$ cat config.mk
export PLATFORM = sky130hd
export DESIGN_NAME = pra_cell
export DESIGN_NICKNAME = d
export VERILOG_FILES = /design/src/rtl/core/pra_pkg.sv /design/src/rtl/core/pra_cell.sv
export SDC_FILE = /design/constraint.sdc
export NUM_CORES = 1
export LEC_CHECK = 0
export BUFFER_PORTS_ARGS = -buffer_cell sky130_fd_sc_hd__buf_4
export CAP_MARGIN = 20
export CORE_MARGIN = 4
export CORE_UTILIZATION = 41
export CTS_BUF_LIST = sky130_fd_sc_hd__clkbuf_4 sky130_fd_sc_hd__clkbuf_8 sky130_fd_sc_hd__clkbuf_16
export CTS_CLUSTER_SIZE = 10
export DETAILED_ROUTE_END_ITERATION = 8
export PLACE_DENSITY = 0.72
export SLEW_MARGIN = 20
export SYNTH_ARGS = -nofsm -noshare
export SYNTH_HDL_FRONTEND = slang
export SYNTH_SLANG_ARGS = --single-unit
export TNS_END_PERCENT = 30
$ cat constraint.sdc
create_clock -name clk_i -period 2.3 [get_ports clk_i]
set_input_delay 0.23 -clock clk_i [delete_from_list [all_inputs] [get_ports clk_i]]
set_output_delay 0.23 -clock clk_i [all_outputs]
set_load 0.01 [all_outputs]
$ cat src/rtl/core/pra_pkg.sv
package pra_pkg;

  localparam int unsigned ADDR_W     = 16;
  localparam int unsigned LEN_W      = 5;
  localparam int unsigned SLOT_OUT_W = 6;
  localparam logic [LEN_W-1:0] LEN_MAX = 5'd16;

  typedef enum logic [1:0] {
    ACT_ADD    = 2'd0,
    ACT_DEL    = 2'd1,
    ACT_LOOKUP = 2'd2
  } action_e;

  typedef enum logic [2:0] {
    STS_OK      = 3'd0,
    STS_INVALID = 3'd1,
    STS_EXISTS  = 3'd2,
    STS_FULL    = 3'd3,
    STS_NOROUTE = 3'd4,
    STS_REMOTE  = 3'd5,
    STS_DOWN    = 3'd6,
    STS_MEDIUM  = 3'd7
  } status_e;

  typedef enum logic [1:0] {
    S_IDLE,
    S_SEARCH,
    S_DONE
  } state_e;

  typedef struct packed {
    logic [1:0]        action;
    logic [ADDR_W-1:0] node_id;
    logic [LEN_W-1:0]  prefix_len;
    logic [15:0]       src_node;
    logic [15:0]       frag_limit;
    logic              local_route;
    logic              route_down;
    logic              no_ordered;
    logic              no_reliable;
    logic              ordered_msg;
    logic              reliable_msg;
    logic              remote_allowed;
  } req_t;

  typedef struct packed {
    logic [2:0]            status;
    logic [SLOT_OUT_W-1:0] slot;
    logic [15:0]           src_node_out;
    logic [15:0]           frag_limit_out;
  } rsp_t;

  typedef struct packed {
    logic [ADDR_W-1:0] prefix;
    logic [LEN_W-1:0]  prefix_len;
    logic [15:0]       src_node;
    logic [15:0]       frag_limit;
    logic              local_route;
    logic              route_down;
    logic              no_ordered;
    logic              no_reliable;
  } entry_t;

  typedef struct packed {
    logic              vld;
    logic [ADDR_W-1:0] node_id;
    logic [LEN_W-1:0]  prefix_len;
  } tok_t;

  typedef struct packed {
    logic   best_found;
    entry_t best_entry;
    logic   hit_found;
    logic   free_found;
  } acc_t;

  typedef struct packed {
    logic   we;
    logic   clr;
    entry_t entry;
  } commit_t;

  function automatic logic [ADDR_W-1:0] len_mask(input logic [LEN_W-1:0] len);
    return ~({ADDR_W{1'b1}} >> len);
  endfunction

endpackage

$ cat src/rtl/core/pra_cell.sv
module pra_cell #(
  parameter int unsigned SLOT_W   = 6,
  parameter int unsigned CELL_IDX = 0
) (
  input  logic                clk_i,
  input  logic                rst_ni,
  input  pra_pkg::tok_t       tok_i,
  input  pra_pkg::acc_t       acc_i,
  input  logic [SLOT_W-1:0]   best_slot_i,
  input  logic [SLOT_W-1:0]   hit_slot_i,
  input  logic [SLOT_W-1:0]   free_slot_i,
  input  pra_pkg::commit_t    commit_i,
  input  logic [SLOT_W-1:0]   commit_slot_i,
  output pra_pkg::tok_t       tok_o,
  output pra_pkg::acc_t       acc_o,
  output logic [SLOT_W-1:0]   best_slot_o,
  output logic [SLOT_W-1:0]   hit_slot_o,
  output logic [SLOT_W-1:0]   free_slot_o
);
  import pra_pkg::*;

  localparam logic [SLOT_W-1:0] MyIdx = SLOT_W'(CELL_IDX);

  logic   valid_q;
  entry_t entry_q;
  tok_t   tok_q;
  acc_t   acc_q, acc_d;
  logic [SLOT_W-1:0] best_slot_q, best_slot_d;
  logic [SLOT_W-1:0] hit_slot_q, hit_slot_d;
  logic [SLOT_W-1:0] free_slot_q, free_slot_d;
  logic   sel;
  logic   exact;
  logic   covers;
  logic   take_best;
  logic   take_hit;
  logic   take_free;

  assign sel = (commit_slot_i == MyIdx);

  always_ff @(posedge clk_i or negedge rst_ni) begin
    if (!rst_ni) begin
      valid_q <= 1'b0;
    end else if (sel && commit_i.we) begin
      valid_q <= 1'b1;
    end else if (sel && commit_i.clr) begin
      valid_q <= 1'b0;
    end
  end

  always_ff @(posedge clk_i) begin
    if (sel && commit_i.we) begin
      entry_q <= commit_i.entry;
    end
  end

  assign exact  = valid_q && (entry_q.prefix == tok_i.node_id)
                  && (entry_q.prefix_len == tok_i.prefix_len);
  assign covers = valid_q
                  && ((tok_i.node_id & len_mask(entry_q.prefix_len)) == entry_q.prefix);
  assign take_best = covers && (!acc_i.best_found
                     || (entry_q.prefix_len > acc_i.best_entry.prefix_len));
  assign take_hit  = exact && !acc_i.hit_found;
  assign take_free = !valid_q && !acc_i.free_found;

  always_comb begin
    acc_d       = acc_i;
    best_slot_d = best_slot_i;
    hit_slot_d  = hit_slot_i;
    free_slot_d = free_slot_i;
    if (take_best) begin
      acc_d.best_found = 1'b1;
      acc_d.best_entry = entry_q;
      best_slot_d      = MyIdx;
    end
    if (take_hit) begin
      acc_d.hit_found = 1'b1;
      hit_slot_d      = MyIdx;
    end
    if (take_free) begin
      acc_d.free_found = 1'b1;
      free_slot_d      = MyIdx;
    end
  end

  always_ff @(posedge clk_i or negedge rst_ni) begin
    if (!rst_ni) begin
      tok_q <= '0;
    end else begin
      tok_q <= tok_i;
    end
  end

  always_ff @(posedge clk_i) begin
    acc_q       <= acc_d;
    best_slot_q <= best_slot_d;
    hit_slot_q  <= hit_slot_d;
    free_slot_q <= free_slot_d;
  end

  assign tok_o       = tok_q;
  assign acc_o       = acc_q;
  assign best_slot_o = best_slot_q;
  assign hit_slot_o  = hit_slot_q;
  assign free_slot_o = free_slot_q;

endmodule

# After elaboration in Yosys (flattened, before gate mapping)
# Cells that the tools add are included.
# Widths: inputs -> output; s select.
# op_classes
n_lt_le_gt_ge	1
reduce_logical	15
muxes	3
n_shift	1
bitwise_logic	2
n_eq_ne	3
# ops
operator	n
$mux 57	1
$eq 16x16->1	2
$and 16x16->16	1
$not 16->16	1
$shr 16x5->16 const A	1
$logic_and 1x1->1	8
$logic_not 6->1	1
$eq 5x5->1	1
$gt 5x5->1	1
$logic_not 1->1	4
$mux 1	2
$reduce_bool 2->1	1
$logic_or 1x1->1	1
# totals
ff_bits	158
word_cells	51
output_inout_bits	100
inputBits	167

# Logic depth before layout (Yosys ltp)
# Gate-level depths: netlist (run 1).
# logic_depth
ltp_word	7
depth_mapped	10
depth_no_buf	8

# Least setup slack after synthesis (run 1)
# Ideal clock, no wire load.
# synth_timing
path_type	input to register
start	input commit_slot_i[3]
end	register entry_q[0] (netlist bit), enable pin
t_arrival_ns	2.318
slack_ns	-0.440
stages	3
cell_sequence	or4_1 > nor3_1 > and2_1
# synth_between
elab_chain_cells	2
# synth_rtl
element	line	rtl
from (decl)	pra_cell.sv:13	input logic [SLOT_W-1:0] commit_slot_i,
$logic_not 6->1	pra_cell.sv:38	assign sel = (commit_slot_i == MyIdx);
$logic_and 1x1->1	pra_cell.sv:51	if (sel && commit_i.we) begin
to (signal assigned)	pra_cell.sv:52	entry_q <= commit_i.entry;
to (decl)	pra_cell.sv:25	entry_t entry_q;
# Every way passes these cells.
# A chain may end at the register's enable or synchronous reset.

==> results.ini, run 1 <==
[run_status]
outcome=finished with violations
violations=setup timing

[clock_tree]
cts_root_buf=clkbuf_16
cts_tree=done
clkTransAtPathRegs_ns=0.07
clock_latency_ns=0.42
htree_levels=4
cts_max_path_buffers=2
clock-sinks=158
cts_buffers=17

[floorplan]
fp.dieArea_um2=15500
die_w_um=124
pin_count=267
num_rows=42
die_h_um=124
core_um2=13200
start_util_pct=41.9

[setup_path]
reg2reg_depth=9
startpoint_type=register
cp_max_fo=8
crit_chain=buf_6 > or3_4 > a21oi_2 > o2111ai_2 > nor3_4 > o2111ai_4 > buf_12 > clkbuf_16 > mux2_1
crit_buf_inv=3
slowest_stage=edfxtp_1
path_delay_family=simple AND/OR/NAND/NOR gates
end_kind=register
arrival_ns=2.88
worstPathRequired_ns=2.60
crit_type=register to register
worst-path-stages=9
cpPeakStageDelay_ns=0.47

[synthesis]
synth_common_cells=78 x dfxtp_1, 57 x edfxtp_1, 54 x mux2_1
ys_types=50
synth_edf_count=57
async_reset_ff_share_pct=14.6
ys_seq_area_share_pct=69.3
synth_area_um2=5550
synth-seq-cells=158
synthFlopType=dfxtp_1
ys_warn_count=0
yosys.area.top_type_share_pct=30.8
synth_cells=372
syn_area_per_cell_um2=14.9
ys_top_cells_by_area=edfxtp_1 31%, dfxtp_1 28%, mux2_1 11%
yosysTopAreaCell=edfxtp_1
synth_nets=544
synth.most_common_cell=dfxtp_1

[cells_and_area]
diodes=0
syn_to_final_growth_pct=77.1
instances_no_fill=969
final_area_um2=9840
finish.net_count=952
drive_gt1_share_pct=51.7
fin_util_pct=74.3
fillers=825

[power_and_ir_drop]
ir_drop_mv=0.544
power.switching_uw=1400
p_clk_share_pct=42.1
p_seq_share_pct=46.6
sw_frac_of_total_pct=21.4
combPwrFrac_pct=11.4
total_power_uw=6540
intPower_uw=5140
powerDensity_nw_per_um2=664
leakage_uw=0.00449

[min_path]
hold_depth=2
min_path_type=input pin to register

[place]
placed_cells=842
gp_congestion=0.863
portBuffers=266
place_area_um2=8020
hpwl_um=12100

[global_routing]
grt_pass1_wl_um=27400
grt_usage_pct=22.6
grt_max_degree=50
gr-total-overflow=0
antenna_found_initial=0
grt_pass1_vias=5140

[sta]
fmax_mhz=388
period_minus_slack_ns=2.57
setup_viol=63
maxSlewViolCount=0
fin_crit_sh_pct=112
tns_ns=-14.17
slew_headroom_pct=71.6
rsz0062_at_grt=yes
worst_pin_slew_ns=0.419
worst_slack_ns=-0.274
finalHoldViolCount=0
skew_ns=0.0151

[drt]
routedWlPerCell_um=19.2
final_antenna_net_count=0
viasPerCell=4.75
drt-initial-drc-count=195
wl_um=18600
vias=4602
drcViolationCount=0
dr.pass1.iters=4

[run]
maxCapViolCount=0

==> worst paths after layout <==
kind,slack [ns],to,startpoint
max,-0.27,acc_o[30],entry_q[40]
min,0.02,acc_o[29],acc_i[29]
max reg2reg,-0.27,acc_o[30],entry_q[40]
min reg2reg,0.45,acc_o[12],entry_q[10]
max in group asynchronous,1.81,valid_q,rst_ni
min in group asynchronous,0.24,tok_o[12],rst_ni
==> stage by stage <==
| step | hold WS [ns] | worst slack (ns) |
|---|---|---|
| floorplan | -0.0656 | -0.184 |
| detailed placement | 0.147 | -0.258 |
| finish | 0.0196 | -0.274 |
| CTS | 0.0000697 | -0.226 |
| global placement | 0.139 | -0.248 |
| global route | 0.00766 | -0.327 |
==> placed cells by master, fill, tap and decap left out, types with 4 or more instances in the layout <==
master / Yosys / routed
inv_1: 13 / 13
buf_6: 5 / 6
xor2_1: 11 / 11
nor2b_1: 23 / 23
o21ai_0: 7 / 4
dfxtp_1: 78 / 78
nand2_1: 5 / 5
clkbuf_16: 0 / 21
nand3_1: 8 / 7
nor2_1: 6 / 5
buf_4: 0 / 304
dlygate4sd3_1: 0 / 81
buf_12: 0 / 5
mux2_1: 54 / 28
dfrtp_1: 23 / 23
and2_4: 0 / 6
nand2b_1: 5 / 5
mux2_4: 0 / 26
edfxtp_1: 57 / 57
a21oi_1: 7 / 4
ha_1: 5 / 5
clkbuf_4: 0 / 5
==> cells by family after synthesis <==
group,Yosys count,share of synthesized area [%]
muxes,60,12.1
and+or+nand+nor,76,8.22
buffers and inverters,24,2.39
DFF,158,69.3
xor gates and xnor gates,15,2.37
AOI/OAI and AO/OA,34,4.51
adders and majority gates,5,1.13
==> registers in the layout (all words and copies together), names as in the netlist <==
| signal | cells |
|---|---|
| acc_o | 60 |
| tok_o | 22 |
| entry_q | 57 |
| hit_slot_o | 6 |
| best_slot_o | 6 |
| valid_q | 1 |
| free_slot_o | 6 |
==> power by group through the flow <==
stage	combinational [µW]	clock, µW	sequential (µW)
final	743	2750	3040
after global routing	794	2920	3050
after CTS	702	2770	3040
after detailed placement	586	0	3100
after global placement	571	0	3100
after floorplan	99.0	0	3150
==> metal layers <==
metal	GRT usage, %	vias up	share of wire, %	wire length [µm]
met5	0	-	0	0
met4	7.74	0	2.5	459
met3	9.91	35	8.3	1540
met2	38.9	222	51	9500
met1	24.8	2197	38	7130
li1	-	2148	-	-
==> what timing repair did <==
action | in CTS | in global routing
hold buffers | 81 | 0
endpoints found under the setup margin | 63 | 63
pin swaps | 0 | 17
endpoints found under the hold margin | 103 | 0
buffers inserted | 1 | 7
gates resized for setup | 6 | 60
gates cloned | 0 | 6
==> final cells by class <==
| class | instances | area [µm²] | share of cell area (%) |
|---|---|---|---|
| Inverter | 13 | 48.8 | 0.496 |
| Multi-Input combinational cell | 190 | 1790 | 18.2 |
| Clock inverter | 8 | 81.3 | 0.827 |
| Clock buffer | 24 | 502 | 5.10 |
| Sequential cell | 158 | 3850 | 39.1 |
| Timing Repair Buffer | 400 | 3350 | 34.1 |
| Tap cell | 176 | 220 | 2.24 |
Note: power is estimated with default switching activity, not from simulation.
==> run 2, diff against run 1 <==
--- a/config.mk
+++ b/config.mk
@@ -8,11 +8,11 @@
 export BUFFER_PORTS_ARGS = -buffer_cell sky130_fd_sc_hd__buf_4
 export CAP_MARGIN = 20
 export CORE_MARGIN = 4
-export CORE_UTILIZATION = 41
+export CORE_UTILIZATION = 49
 export CTS_BUF_LIST = sky130_fd_sc_hd__clkbuf_4 sky130_fd_sc_hd__clkbuf_8 sky130_fd_sc_hd__clkbuf_16
 export CTS_CLUSTER_SIZE = 10
 export DETAILED_ROUTE_END_ITERATION = 8
-export PLACE_DENSITY = 0.72
+export PLACE_DENSITY = 0.81
 export SLEW_MARGIN = 20
 export SYNTH_ARGS = -nofsm -noshare
 export SYNTH_HDL_FRONTEND = slang
==> constraint.sdc (replaced) <==
create_clock -name clk_i -period 3.25 [get_ports clk_i]
set_input_delay 0.325 -clock clk_i [delete_from_list [all_inputs] [get_ports clk_i]]
set_output_delay 0.325 -clock clk_i [all_outputs]
set_load 0.01 [all_outputs]
==> results.ini, run 2 (synthesis gave the netlist of run 1 again) <==
[place]
portBuffers=266  ; unchanged
gp_congestion=0.865  ; +0.21%
pre_cts_ws_ns=0.331  ; +0.589 ns
placed_cells=771  ; -8.4%
hpwl_um=11900  ; -1.8%

[sta]
skew_ns=0.00905  ; -0.00610 ns
period_minus_slack_ns=2.91  ; +0.339 ns
maxSlewViolCount=0  ; unchanged
fmax_mhz=343  ; -12%
finalHoldViolCount=0  ; unchanged
rsz0062_at_grt=no
worst_slack_ns=0.337  ; +0.611 ns
setup_viol=0  ; -100%
slew_headroom_pct=62.9  ; -8.7 points
tns_ns=0  ; +14.17 ns
whs_ns=0.0219  ; +0.00224 ns
worst_pin_slew_ns=0.550  ; +0.131 ns
fin_crit_sh_pct=89.6  ; -22 points

[setup_path]
critPathLaunch=entry_q[37]
cp-endpoint=acc_o[40]
startpoint_type=register
crit_chain=ha_1 > nor2b_1 > o21a_1 > o21ai_0 > a21oi_1 > o2111ai_4 > buf_4 > mux2_1
worstPathRequired_ns=3.54  ; +0.94 ns
end_kind=register
worstReg2RegEnd=acc_o[40]
r2r-start=entry_q[37]
reg2reg_depth=8  ; -1
slowest_stage=edfxtp_1
cpPeakStageDelay_ns=0.68  ; +0.21 ns
cp_max_fo=17  ; +9
reg2reg_slack_ns=0.34  ; +0.61 ns
arrival_ns=3.20  ; +0.32 ns
crit_type=register to register

[power_and_ir_drop]
leakage_uw=0.00369  ; -18%
ir_drop_mv=0.439  ; -19%
powerDensity_nw_per_um2=537  ; -19%

[drt]
drcViolationCount=0  ; unchanged
vias=4029  ; -12%
final_antenna_net_count=0  ; unchanged
viasPerCell=5.01  ; +5.5%
routedWlPerCell_um=19.1  ; -0.61%
drt-initial-drc-count=217  ; +11%
dr.pass1.iters=4  ; unchanged
wl_um=15400  ; -18%

[cells_and_area]
drive_gt1_share_pct=47.0  ; -4.7 points
mostFrequentLayoutCells=268 x buf_4, 78 x dfxtp_1, 57 x edfxtp_1, 54 x mux2_1
fillers=702  ; -15%
final_common_cell=buf_4
diodes=0  ; unchanged
finish.net_count=823  ; -14%
syn_to_final_growth_pct=49.2
instances_no_fill=804  ; -17%
largest_register_ffs=60  ; unchanged

[clock_tree]
postCtsResizedCells=0  ; -6
cts_max_path_buffers=2  ; unchanged
htree_levels=4  ; unchanged
cts_buffers=17  ; unchanged
cts_root_buf=clkbuf_16
clock-sinks=158  ; unchanged
clock_latency_ns=0.41  ; about the same
clkTransAtPathRegs_ns=0.06  ; about the same
cts_tree=done

[min_path]
min_path_type=input pin to register
min_from=tok_i[21]
hold_depth=1  ; -1

[global_routing]
gr-total-overflow=0  ; unchanged
grt_usage_pct=23.9  ; +1.4 points
antenna_found_initial=0  ; unchanged
grt_max_degree=59  ; +18%
grt_pass1_vias=4474  ; -13%
grt_pass1_wl_um=23400  ; -15%

[floorplan]
start_util_pct=50.6  ; +8.6 points
num_rows=38  ; -9.5%
pin_count=267  ; unchanged
fp.dieArea_um2=13100  ; -15%
die_w_um=114  ; -8.0%
core_um2=11000  ; -17%
die_h_um=114  ; -8.0%

[run_status]
outcome=complete, no violations

[run]
maxCapViolCount=0  ; unchanged

## run 2: layer usage
metal / vias up / global-route usage, % / part of all wire, %
met2: 205 / 41.5 / 52
met4: 0 / 10.3 / 2.2
met5: - / 0 / 0
met3: 28 / 9.36 / 10
li1: 1891 / - / -
met1: 1905 / 25.9 / 35
## run 2: layout make-up
class | count | area [µm²] | share of cell area (%)
inverters | 13 | 48.8 | 0.589
clock buffers | 25 | 515 | 6.22
flip-flops and latches | 158 | 3850 | 46.5
repair buffers | 271 | 2060 | 24.9
multi-input cells | 190 | 1570 | 19.0
well taps | 140 | 175 | 2.11
clock inverters | 7 | 60.1 | 0.725
## run 2: critical path, delay by kind of cell (launching register included)
kind | cells | cell delay (ns)
compound gates | 4 | 0.91
flops | 1 | 0.68
mux | 1 | 0.37
fa+ha+maj | 1 | 0.35
buf+inv | 1 | 0.34
simple gates | 1 | 0.15
## run 2: stage by stage
step / cell area [µm²] / utilization (%) / total power, µW
finish: 8280 / 75.4 / 4450
global route: 8280 / 75.4 / 4610
CTS: 8280 / 75.4 / 4490
detailed placement: 7700 / 70.1 / 2600
global placement: 7700 / 70.1 / 2590
floorplan: 5550 / - / 2300
## run 2: how the worst min path moves through the flow
| stage | end | slack, ns |
|---|---|---|
| final | tok_o[21] | 0.02 |
| after floorplan | tok_o[0] | 0.03 |
| after global placement | tok_o[3] | 0.24 |
| after detailed placement | tok_o[1] | 0.24 |
| after CTS | tok_o[21] | 0.001 |
| after global routing | tok_o[21] | 0.003 |
## run 2: report_power, final
part	switching (µW)	internal [µW]
Sequential	27.5	2130
Clock	722	1170
Combinational	147	252
## run 2: what timing repair did
action / in CTS / in global routing
endpoints found under the hold margin: 23 / 0
hold buffers: 1 / 0
setup buffers: 0 / 0
==> run 3, diff against run 2 <==
--- a/config.mk
+++ b/config.mk
@@ -7,6 +7,7 @@
 export LEC_CHECK = 0
 export BUFFER_PORTS_ARGS = -buffer_cell sky130_fd_sc_hd__buf_4
 export CAP_MARGIN = 20
+export CORE_ASPECT_RATIO = 0.8
 export CORE_MARGIN = 4
 export CORE_UTILIZATION = 49
 export CTS_BUF_LIST = sky130_fd_sc_hd__clkbuf_4 sky130_fd_sc_hd__clkbuf_8 sky130_fd_sc_hd__clkbuf_16
==> results.ini, run 3 (synthesis gave the netlist of run 1 again) <==
[clock_tree]
cts_root_buf=clkbuf_16
clock-sinks=158  ; unchanged
post_cts_buffers=0  ; unchanged
clock_latency_ns=0.41  ; about the same
clkTransAtPathRegs_ns=0.06  ; about the same
postCtsResizedCells=0  ; unchanged
htree_levels=4  ; unchanged
cts_tree=done
cts_buffers=17  ; unchanged
cts_max_path_buffers=2  ; unchanged

[global_routing]
grt_use_met2_pct=40.2  ; -1.2 points
grt_pass1_vias=4181  ; -6.5%
use_met1_pct=26.1  ; +0.17 points
gr-total-overflow=0  ; unchanged
grt_use_met3_pct=9.24  ; -0.11 points
antenna_found_initial=0  ; unchanged
grt_most_used_layer=met2
grt_max_degree=59  ; unchanged
grt_pass1_wl_um=22500  ; -3.7%
grt_usage_pct=22.9  ; -1.1 points

[setup_path]
arrival_ns=3.21  ; about the same
reg2reg_depth=7  ; -1
worstPathRequired_ns=3.54  ; about the same
end_kind=register
cp_max_fo=31  ; +14
crit_type=register to register
startpoint_type=register

[cells_and_area]
diodes=0  ; unchanged
drive_gt1_share_pct=47.0  ; unchanged
largest_register_ffs=60  ; unchanged
finish.net_count=823  ; unchanged
fin_util_pct=75.7  ; +0.30 points
final_common_cell=buf_4
syn_to_final_growth_pct=49.7
mostFrequentLayoutCells=267 x buf_4, 78 x dfxtp_1, 57 x edfxtp_1, 54 x mux2_1

[power_and_ir_drop]
p_seq_share_pct=47.7  ; -0.7 points
power.switching_uw=994  ; +11%
sw_frac_of_total_pct=22.0  ; +1.9 points
combPwrFrac_pct=8.8  ; -0.2 points
p_clk_share_pct=43.4  ; +0.8 points
ir_drop_mv=0.371  ; -16%
intPower_uw=3520  ; -0.88%
powerDensity_nw_per_um2=544  ; +1.2%
leakage_uw=0.00368  ; -0.22%

[floorplan]
fp.dieArea_um2=13100  ; about the same
die_w_um=127  ; +11%
die_h_um=103  ; -9.8%
num_rows=34  ; -11%
core_um2=11000  ; about the same
pin_count=267  ; unchanged
start_util_pct=50.6  ; about the same

[min_path]
hold_depth=1  ; unchanged
min_path_type=input pin to register

[sta]
rsz0062_at_grt=no
fin_crit_sh_pct=89.7  ; +0.11 points
worst_pin_slew_ns=0.582  ; +0.0321 ns
period_minus_slack_ns=2.92  ; +0.00341 ns
tns_ns=0  ; unchanged
slew_headroom_pct=60.7  ; -2.2 points
setup_viol=0  ; unchanged
skew_ns=0.0151  ; +0.00602 ns
maxSlewViolCount=0  ; unchanged
finalHoldViolCount=0  ; unchanged
fmax_mhz=343  ; -0.12%

[drt]
viasPerCell=4.91  ; -2.0%
vias=3967  ; -1.5%
wl_um=15100  ; -1.6%
routedWlPerCell_um=18.7  ; -2.1%
dr.pass1.iters=4  ; unchanged
drcViolationCount=0  ; unchanged
final_antenna_net_count=0  ; unchanged
drt-initial-drc-count=191  ; -12%

[run_status]
outcome=complete, no violations

[run]
maxCapViolCount=0  ; unchanged

[place]
portBuffers=266  ; unchanged
hpwl_um=11400  ; -3.7%
gp_congestion=0.841  ; -2.8%

==> run 3: through the flow <==
step	instance area [µm²]	power (µW)	hold slack, ns	std cells	worst slack, ns
after global routing	8310	4680	0.00801	808	0.0778
final	8310	4520	0.0295	808	0.333
after CTS	8310	4550	0.00950	808	0.322
after detailed placement	7720	2600	0.239	775	0.377
after global placement	7720	2590	0.239	775	0.442
after floorplan	5550	2300	0.0294	372	0.415
==> run 3: power by group through the flow <==
stage	clock network [µW]	registers, µW	logic, µW
floorplan	0	2230	70.1
detailed placement	0	2200	402
global route	2090	2160	432
CTS	1990	2160	406
global placement	0	2200	391
finish	1960	2160	400
==> run 3: worst max-delay path, cell delays in order, from the launching register on <==
cell	delay (ns)
edfxtp_1	0.64
a41oi_1	0.34
mux2i_1	0.21
o311ai_0	0.22
nor4_2	0.37
o2111ai_4	0.37
buf_12	0.30
mux2_1	0.34
==> run 3: final timing paths <==
kind / from / to / slack (ns)
worst min-delay path: tok_i[21] / tok_o[21] / 0.03
max in group asynchronous: rst_ni / tok_o[20] / 2.66
worst min register to register: entry_q[19] / acc_o[21] / 0.45
worst max-delay path: entry_q[37] / acc_o[43] / 0.33
min in group asynchronous: rst_ni / tok_o[8] / 0.36
worst max register to register: entry_q[37] / acc_o[43] / 0.33
==> run 3: layout make-up <==
cell class                 instances  area (µm²)
inverter                          13        48.8
multi-input combinational        190        1570
clock inverter                    15         160
fill                             732        2660
tap                              144         180
timing repair buffer             271        2070
sequential                       158        3850
clock buffer                      17         425
==> run 3: what timing repair did <==
item / 4_1_cts / 5_1_grt
hold buffers: 1 / 0
endpoints found under the hold margin: 23 / 0
setup endpoints to repair: 0 / 0
==> run 3: layer usage <==
layer / up-vias / part of all wire (%)
met5: - / 0
met4: 0 / 0.62
met3: 7 / 10
met2: 190 / 52
met1: 1877 / 37
li1: 1893 / -
